### config.mk
export PLATFORM = sky130hd
export DESIGN_NAME = segscan_scan
export DESIGN_NICKNAME = d
export VERILOG_FILES = /design/src/segscan_pkg.sv /design/src/segscan_scan.sv
export SDC_FILE = /design/constraint.sdc
export NUM_CORES = 1
export LEC_CHECK = 0
export BUFFER_PORTS_ARGS = -buffer_cell sky130_fd_sc_hd__clkbuf_2
export CAP_MARGIN = 20
export CORE_MARGIN = 8
export CORE_UTILIZATION = 30
export CTS_CLUSTER_DIAMETER = 40
export DETAILED_ROUTE_END_ITERATION = 8
export PLACE_DENSITY = 0.43
export SETUP_SLACK_MARGIN = 0.4
export SYNTH_ARGS = -nofsm -noshare
export SYNTH_HDL_FRONTEND = slang
export SYNTH_SLANG_ARGS = --single-unit
### constraint.sdc
create_clock -name clk -period 3.5 [get_ports clk]
set_input_delay 0.35 -clock clk [delete_from_list [all_inputs] [get_ports clk]]
set_output_delay 0.35 -clock clk [all_outputs]
set_load 0.1 [all_outputs]
### src/segscan_pkg.sv
`default_nettype none

package segscan_pkg;

  // Display geometry
  localparam int NUM_DIGITS  = 4;
  localparam int DIGIT_IDX_W = (NUM_DIGITS > 1) ? $clog2(NUM_DIGITS) : 1;
  localparam int DIGIT_W     = 4;
  localparam int ENABLE_W    = 4;
  localparam int SEG_W       = 7;

  // Value conversion
  localparam int VALUE_W     = 24;
  localparam int FRAC_BITS   = 8;
  localparam int FRAC_W      = 2;
  localparam int SCALE_W     = 10;
  localparam int PROD_W      = VALUE_W - 1 + SCALE_W;
  localparam int SCALED_W    = PROD_W - FRAC_BITS;

  // Divide by ten: floor(x * ceil(2^28 / 10) / 2^28) is exact for x below 2^26
  localparam int DIV10_SHIFT = 28;
  localparam logic [SCALED_W-1:0] DIV10_MULT = SCALED_W'(26843546);
  localparam int DIV_PROD_W  = 2 * SCALED_W;
  localparam int QUOT_W      = DIV_PROD_W - DIV10_SHIFT;

  // Register port
  localparam int PADDR_W     = 3;
  localparam int PDATA_W     = 32;
  localparam logic REG_FRACTION_DIGITS = 1'b0;

  typedef enum logic {
    CMD_LOAD = 1'b0,
    CMD_TICK = 1'b1
  } command_t;

  typedef logic [NUM_DIGITS-1:0][DIGIT_W-1:0] digits_t;

  typedef struct packed {
    command_t                   command;
    logic signed [VALUE_W-1:0]  value_fixed;
  } item_t;

  typedef struct packed {
    logic [ENABLE_W-1:0] digit_enable_n;
    logic [SEG_W-1:0]    segments;
    logic                decimal_point;
  } drive_t;

  // Converted beat handed from the conversion pipe to the scanner
  typedef struct packed {
    logic     valid;
    command_t command;
    digits_t  digits;
  } conv_t;

  function automatic logic [SCALE_W-1:0] pow10(input logic [FRAC_W-1:0] k);
    logic [SCALE_W-1:0] s;
    case (k)
      2'd0:    s = SCALE_W'(1);
      2'd1:    s = SCALE_W'(10);
      2'd2:    s = SCALE_W'(100);
      default: s = SCALE_W'(1000);
    endcase
    return s;
  endfunction

  // Segment pattern, bit 0 = A .. bit 6 = G; codes above nine show a "1"
  function automatic logic [SEG_W-1:0] glyph(input logic [DIGIT_W-1:0] d);
    logic [SEG_W-1:0] s;
    case (d)
      4'd0:    s = 7'h3F;
      4'd1:    s = 7'h06;
      4'd2:    s = 7'h5B;
      4'd3:    s = 7'h4F;
      4'd4:    s = 7'h66;
      4'd5:    s = 7'h6D;
      4'd6:    s = 7'h7C;
      4'd7:    s = 7'h07;
      4'd8:    s = 7'h7F;
      4'd9:    s = 7'h6F;
      default: s = 7'h06;
    endcase
    return s;
  endfunction

endpackage

`default_nettype wire

### src/segscan_scan.sv
`default_nettype none

module segscan_scan
  import segscan_pkg::*;
#(
  parameter int BLANK_TICKS = 10,
  parameter int ON_TICKS    = 3,
  parameter int OFF_TICKS   = 1
) (
  input  logic              clk,
  input  logic              rst,
  input  logic [FRAC_W-1:0] fraction_digits,
  input  conv_t             conv,
  output logic              conv_stall,
  output logic              drive_valid,
  output drive_t            drive,
  input  logic              drive_stall
);

  localparam int SLOT_TICKS = ON_TICKS + OFF_TICKS;
  localparam int CNT_MAX    = (BLANK_TICKS > SLOT_TICKS) ? BLANK_TICKS : SLOT_TICKS;
  localparam int CNT_W      = $clog2(CNT_MAX);

  // Frame position: blank region or a digit slot, tick count within it
  logic                   in_blank;
  logic [CNT_W-1:0]       cnt;
  logic [DIGIT_IDX_W-1:0] digit_idx;

  logic                   update_pending;
  digits_t                staged;
  digits_t                shown;
  logic [SEG_W-1:0]       seg_latch;
  logic                   dp_latch;
  logic [ENABLE_W-1:0]    last_enables;

  logic                   take;
  logic                   is_tick;
  logic                   frame_start;
  logic                   first_lit;
  logic [ENABLE_W-1:0]    tick_enables;
  logic [SEG_W-1:0]       glyph_now;
  logic                   dp_now;

  assign conv_stall  = drive_valid && drive_stall;
  assign take        = conv.valid && !conv_stall;
  assign is_tick     = conv.command == CMD_TICK;
  assign frame_start = in_blank && cnt == '0;
  assign first_lit   = !in_blank && cnt == '0;
  assign glyph_now   = glyph(shown[digit_idx]);
  assign dp_now      = digit_idx == fraction_digits;

  // Digit enables for the current tick (four digits, one enable each)
  always_comb begin
    tick_enables = '1;
    if (!in_blank && cnt < CNT_W'(ON_TICKS)) begin
      tick_enables[digit_idx] = 1'b0;
    end
  end

  // Frame state, digit stores and latched drive
  always_ff @(posedge clk) begin
    if (rst) begin
      in_blank       <= 1'b1;
      cnt            <= '0;
      digit_idx      <= '0;
      update_pending <= 1'b0;
      seg_latch      <= '0;
      dp_latch       <= 1'b0;
      last_enables   <= '1;
      drive_valid    <= 1'b0;
      for (int i = 0; i < NUM_DIGITS; i++) begin
        staged[i] <= DIGIT_W'(i);
        shown[i]  <= DIGIT_W'(i);
      end
    end else begin
      if (!conv_stall) drive_valid <= conv.valid;
      if (take && !is_tick) begin
        staged         <= conv.digits;
        update_pending <= 1'b1;
      end
      if (take && is_tick) begin
        last_enables <= tick_enables;
        if (frame_start && update_pending) begin
          shown          <= staged;
          update_pending <= 1'b0;
        end
        if (first_lit) begin
          seg_latch <= glyph_now;
          dp_latch  <= dp_now;
        end
        // advance the frame
        if (in_blank) begin
          if (cnt == CNT_W'(BLANK_TICKS - 1)) begin
            in_blank  <= 1'b0;
            cnt       <= '0;
            digit_idx <= '0;
          end else begin
            cnt <= cnt + 1'b1;
          end
        end else if (cnt == CNT_W'(SLOT_TICKS - 1)) begin
          cnt <= '0;
          if (digit_idx == DIGIT_IDX_W'(NUM_DIGITS - 1)) begin
            in_blank <= 1'b1;
          end else begin
            digit_idx <= digit_idx + 1'b1;
          end
        end else begin
          cnt <= cnt + 1'b1;
        end
      end
    end
  end

  // Output register: a load repeats the last tick's drive
  always_ff @(posedge clk) begin
    if (take) begin
      if (is_tick) begin
        drive.digit_enable_n <= tick_enables;
        drive.segments       <= first_lit ? glyph_now : seg_latch;
        drive.decimal_point  <= first_lit ? dp_now : dp_latch;
      end else begin
        drive.digit_enable_n <= last_enables;
        drive.segments       <= seg_latch;
        drive.decimal_point  <= dp_latch;
      end
    end
  end

  // At most one digit is ever enabled
  a_one_digit: assert property (@(posedge clk) disable iff (rst)
    drive_valid |-> $onehot0(~drive.digit_enable_n))
    else $error("more than one digit enabled");

  // The frame-start copy consumes the pending update
  a_copy_clears: assert property (@(posedge clk) disable iff (rst)
    take && is_tick && frame_start && update_pending |=> !update_pending)
    else $error("pending update not consumed at frame start");

  // Blank ticks keep every digit dark
  a_blank_dark: assert property (@(posedge clk) disable iff (rst)
    take && is_tick && in_blank |=> drive.digit_enable_n == '1)
    else $error("digit lit during blank ticks");

endmodule

`default_nettype wire

## Word-level counts from Yosys, hierarchy flattened

Memory sizes are Yosys's and may differ from the RTL's.
Cells that the tools add are included.

| cells by class | value |
|---|---|
| $add $sub $neg | 2 |
| $lt $le $gt $ge | 3 |
| equal/unequal tests | 6 |
| mux-type cells | 22 |
| bitwise logic cells | 1 |
| reductions and logical operators | 16 |

Operators by type and width:

| kind | count |
|---|---|
| two-way mux 4 bit | 5 |
| two-way mux 12 bit | 1 |
| logical AND 1 bit | 9 |
| two-way mux 1 bit | 9 |
| binary-select mux 4 bit (select 2 bit) | 1 |
| two-way mux 2 bit | 4 |
| two-way mux 7 bit | 1 |
| adder 4 x 1 -> 4 bit (second input constant) | 1 |
| == test 4 x 2 -> 1 bit (second input constant) | 1 |
| == test 4 bit (second input constant) | 1 |
| zero test 4 bit | 1 |
| < comparator 4 x 2 -> 1 bit (second input constant) | 1 |
| NOT 4 bit | 1 |
| AND reduction 4 bit | 1 |
| zero test 1 bit | 3 |
| < comparator 2 x 3 -> 1 bit (second input constant) | 1 |
| adder 2 x 1 -> 2 bit (second input constant) | 1 |
| demux 1 bit (select 2 bit) | 1 |
| == test 2 bit | 1 |
| == test 2 bit (second input constant) | 1 |
| greater-or-equal comparator 2 x 1 -> 1 bit (second input constant) | 1 |
| inequality test 2 x 1 -> 1 bit (second input constant) | 1 |
| inequality test 2 bit (second input constant) | 1 |
| AND reduction 2 bit | 1 |
| nonzero test 2 bit | 1 |

| storage, ports and cells | value |
|---|---|
| bits in registers | 65 |
| memory bits (read-only) | 112 |
| input bits | 23 |
| output and inout port bits | 14 |
| word-level logic and storage cells | 70 |
| memories | 1 |

Memories:

| name | words | bits a word | rd ports | clocked after Yosys merged registers in | write ports | RTL line | RTL |
|---|---|---|---|---|---|---|---|
| (no name shown) | 16 | 7 | 1 | 0 | 0 | segscan_pkg.sv:70 | `case (d)` |

## Longest topological paths before layout

| logic depth | value |
|---|---|
| depth after elaboration | 7 |
| depth in mapped cells | 8 |
| mapped depth without buffers | 7 |

## Worst setup path before layout

OpenSTA, ideal clock, no wires.

| timing path | value |
|---|---|
| path kind | register to register |
| from | register drive_valid |
| to | register shown[13] in the netlist's numbering |
| library setup time | 0.120 ns |
| arrival time | 2.314 ns |
| data required time | 3.380 ns |
| slack | 1.066 ns |
| cell stages (with the launch flop) | 7 |
| path buffers | 1 |
| clock period less this slack | 2.434 ns |
| path through | dfxtp_1 a21bo_2 inv_1 nand4_1 buf_1 nor2_1 a211o_1 |

| between the ends | value |
|---|---|
| word-level cells in the longest chain between the ends | 5 |

Ends and longest elaborated chain:

| what | RTL line | RTL |
|---|---|---|
| start: declaration | segscan_scan.sv:15 | `output logic drive_valid,` |
| start signal: assignment | segscan_scan.sv:76 | `if (!conv_stall) drive_valid <= conv.valid;` |
| logical AND 1 bit | segscan_scan.sv:44 | `assign conv_stall = drive_valid && drive_stall;` |
| zero test 1 bit | n/a |  |
| logical AND 1 bit | segscan_scan.sv:45 | `assign take = conv.valid && !conv_stall;` |
| logical AND 1 bit | segscan_scan.sv:81 | `if (take && is_tick) begin` |
| AND reduction 2 bit (no source line) | n/a |  |
| end signal: indexed assignment | segscan_scan.sv:73 | `shown[i] <= DIGIT_W'(i);` |
| end signal: assignment | segscan_scan.sv:84 | `shown <= staged;` |
| end: declaration | segscan_scan.sv:31 | `digits_t shown;` |

Every way passes these cells.
A chain may end at the register's enable or synchronous reset.

## Worst setup path in the final report

| timing path | value |
|---|---|
| from | register digit_idx[0] |
| to | register drive[3] in the netlist's numbering (data pin) |

| between the ends | value |
|---|---|
| word-level cells in the longest chain between the ends | 5 |

Ends and longest elaborated chain:

| what | RTL line | RTL |
|---|---|---|
| start: declaration | segscan_scan.sv:27 | `logic [DIGIT_IDX_W-1:0] digit_idx;` |
| start signal: assignment | segscan_scan.sv:105 | `digit_idx <= digit_idx + 1'b1;` |
| binary-select mux 4 bit (select 2 bit) | segscan_scan.sv:49 | `assign glyph_now = glyph(shown[digit_idx]);` |
| two-way mux 4 bit (implied by the code) | segscan_scan.sv:49 |  |
| memory read (16 x 7 bit) | n/a |  |
| two-way mux 7 bit | n/a |  |
| two-way mux 12 bit | segscan_scan.sv:117 | `if (is_tick) begin` |
| end: declaration | segscan_scan.sv:16 | `output drive_t drive,` |

Every way passes these cells. The select of a mux whose other input is x is not followed.

==> qor.csv <==
metric,value,unit
clock slew at reported path FFs,0.08,ns
row cnt,36,
MaxCap Viol Count,0,
Crit path buffers/inverters,1,
pre-CTS setup slack,1.23,ns
Final Cycle Share,64.2,%
vias in the first global route,2160,
Avg WL per Cell,13.3,um
initial core utilization,30.4,%
maximum clock rate,0.445,GHz
initial drt markers,78,
Reg2Reg Setup Slack,1.25,ns
Max stage delay on crit path,0.65,ns
Cells after Synth,302,
Worst Reg-to-Reg Cells,5,
post-cts gate resize count,0,
Pre-Repair DR Iteration Count,4,
Final setup viols,0,
final RePlAce weighted congestion,0.758,
Buffers on Ports,36,
crit path cell chain,"mux4_2, inv_1, ha_1, nor3b_1, o21ai_0",
pin count of the biggest net entering global routing,51,
final net count,372,
grt total ovfl,0,
P_leak,1.43,nW
Hold Crit Endpoint,staged[9]$_SDFFE_PP1P_,
post-route cell area,0.00345,mm^2
min-delay src,conv[9],
Worst Setup End Kind,register,
layout cells sized above 1,21.1,%
Post-CTS Setup Repair Bufs,0,
deepest clock path buffer count,2,
GRT Util Overall,10.6,%
first-pass GRT wire length,10900,um
hold depth,2,
PD cells,463,mW/mm^2
hold buffers post-CTS,0,
Internal Pwr Total,1.17,mW
Fin Setup TNS,0,ns
most frequent cells in the layout,"53 x dfxtp_1, 45 x nor2_1, 37 x nand2_1",
Final ANT Viol Nets,0,
Netlist Area Pre-Place,0.00292,mm^2
RSZ-0062 raised after global routing,no,
Worst Hold Class,primary input to register,
Clock power frac,40.8,%
total power,1.60,mW
Sw Ratio,26.8,%
"commonest non-fill, non-tap cell in the layout",dfxtp_1,
DIE AREA,0.0131,mm^2
VDD IR-drop max,141,uV
crit path max fanout,10,
"Distinct cells, synth",44,
"CP delay by family, top",multiplexers,
CTS tree,yes,
Psw,0.428,mW
"Slew Viols, Final",0,
Die W,115,um
reg2reg end,drive[3]$_DFFE_PN_,
IO Count,37,
CTS buffer count,9,
relative slew slack,59.1,%
syn_area_per_cell,9.65,um^2
clock skew,0.0103,ns
Layout area overhead,18.4,%
sequential share of power,49.8,%
antenna violations before repair,0,
Fin. Hold Viols,0,
critical path class,register to register,
"Min Clock Period, post-route",2.25,ns
WP data arrival,2.32,ns
CP Data Required Time,3.58,ns
Reg2Reg Launch Point,digit_idx[0]$_SDFFE_PP0P_,
H-tree depth,3,
sequential fraction of the synthesis area,48.8,%
later-pin clock latency in the skew report,0.34,ns
Die Height,115,um
clock root cell,clkbuf_8,
Final WS setup,1.25,ns
startpoint types,register,
number of synthesis warnings,0,
dpl cell area,0.00322,mm^2
CORE AREA,0.00959,mm^2
Synth Register Bits,65,
final WL,6340,um
Vias/cell,4.52,
status,"finished, final reports clean",
hpwl dp,4390,um
Synthesized Nets,337,
via count,2149,
Post-route DRC,0,
Comb power frac,9.4,%
CTS Sinks,65,
ANT cells,0,
Tightest Pin Transition,0.611,ns
CP max-delay cell,mux4_2,
[per-stage QoR]
stage                     hold slack [ns]  util [%]  instances
final                               0.207      36.0        475
after global routing                0.183      36.0        475
after CTS                           0.195      35.7        474
after detailed placement            0.447      33.5        458
after global placement              0.443      33.5        458
after floorplan                     0.430         -        302
[cells in the mapped netlist, drive strengths merged]
cell type / instances / share of area [%]
a211o: 12 / 3.6
a211oi: 3 / 1.1
a21bo: 1 / 0.34
a21o: 1 / 0.26
a21oi: 22 / 3.8
a221o: 1 / 0.34
a2bb2oi: 1 / 0.30
a311oi: 4 / 1.4
a31oi: 8 / 1.7
and2: 1 / 0.21
and4bb: 1 / 0.43
buf: 6 / 1.2
clkbuf: 11 / 1.4
dfxtp: 53 / 36
edfxtp: 12 / 12
ha: 12 / 5.2
inv: 16 / 2.1
mux2i: 13 / 4.5
mux4: 5 / 3.9
nand2: 37 / 4.8
nand3: 2 / 0.34
nand4: 1 / 0.21
nand4b: 3 / 0.90
nor2: 47 / 6.2
nor2b: 4 / 0.86
nor3: 3 / 0.90
nor3b: 1 / 0.26
nor4: 1 / 0.21
o21a: 1 / 0.26
o21ai: 8 / 1.4
o22ai: 1 / 0.21
or2: 1 / 0.21
or4: 1 / 0.26
or4b: 2 / 0.82
xnor2: 3 / 0.90
xor2: 3 / 0.90
[metal layers]
layer / global-route usage, % / part of all wire (%)
met1: 13.5 / 50
met5: 0 / 0
met3: 3.85 / 5.3
met2: 16.2 / 44
met4: 3.73 / 0.84
[worst reg2reg max path, stage by stage, from the launching register on]
cell,delay (ns)
dfxtp_1,0.64
mux4_2,0.65
inv_1,0.14
ha_1,0.15
nor3b_1,0.30
o21ai_0,0.12
[cell type report]
type | instances | area, um^2
well taps | 133 | 166
flip-flops and latches | 65 | 1420
clock buffers | 11 | 174
inverters | 16 | 60.1
fillers | 997 | 6140
clock inverters | 5 | 33.8
repair buffers | 41 | 238
multi-input cells | 204 | 1360
[how the worst max path moves through the flow]
stage                              startpoint  depth (start not counted)                      to
floorplan            drive_valid$_SDFFE_PP0N_                          6  shown[13]$_SDFFE_PP1P_
global placement    digit_idx[0]$_SDFFE_PP0P_                          5      drive[3]$_DFFE_PN_
detailed placement  digit_idx[0]$_SDFFE_PP0P_                          6      drive[1]$_DFFE_PN_
CTS                 digit_idx[0]$_SDFFE_PP0P_                          6      drive[1]$_DFFE_PN_
global route        digit_idx[0]$_SDFFE_PP0P_                          6      drive[4]$_DFFE_PN_
finish              digit_idx[0]$_SDFFE_PP0P_                          5      drive[3]$_DFFE_PN_
[flip-flops by register name (all words and copies together), names as in the netlist]
| signal | count |
|---|---|
| seg_latch | 7 |
| dp_latch | 1 |
| digit_idx | 2 |
| staged | 16 |
| in_blank | 1 |
| drive_valid | 1 |
| drive | 12 |
| shown | 16 |
| update_pending | 1 |
| last_enables | 4 |
| cnt | 4 |
[cells by family (layout without fill, tap and decap cells)]
| logic type | after synthesis | after routing | synth area share (%) |
|---|---|---|---|
| adders and majority gates | 12 | 12 | 5.15 |
| buffers and inverters | 33 | 73 | 4.64 |
| DFF | 65 | 65 | 48.8 |
| AOI/OAI and AO/OA | 63 | 63 | 14.7 |
| xor gates and xnor gates | 6 | 6 | 1.80 |
| and+or+nand+nor | 105 | 105 | 16.6 |
| muxes | 18 | 18 | 8.33 |
[power by group through the flow]
| stage | registers (mW) | logic (mW) | clock network (mW) |
|---|---|---|---|
| global placement | 0.813 | 0.149 | 0 |
| finish | 0.796 | 0.150 | 0.653 |
| floorplan | 0.858 | 0.0648 | 0 |
| global route | 0.799 | 0.165 | 0.712 |
| detailed placement | 0.814 | 0.149 | 0 |
| CTS | 0.796 | 0.149 | 0.670 |
Power figures use the tool's default switching activity.
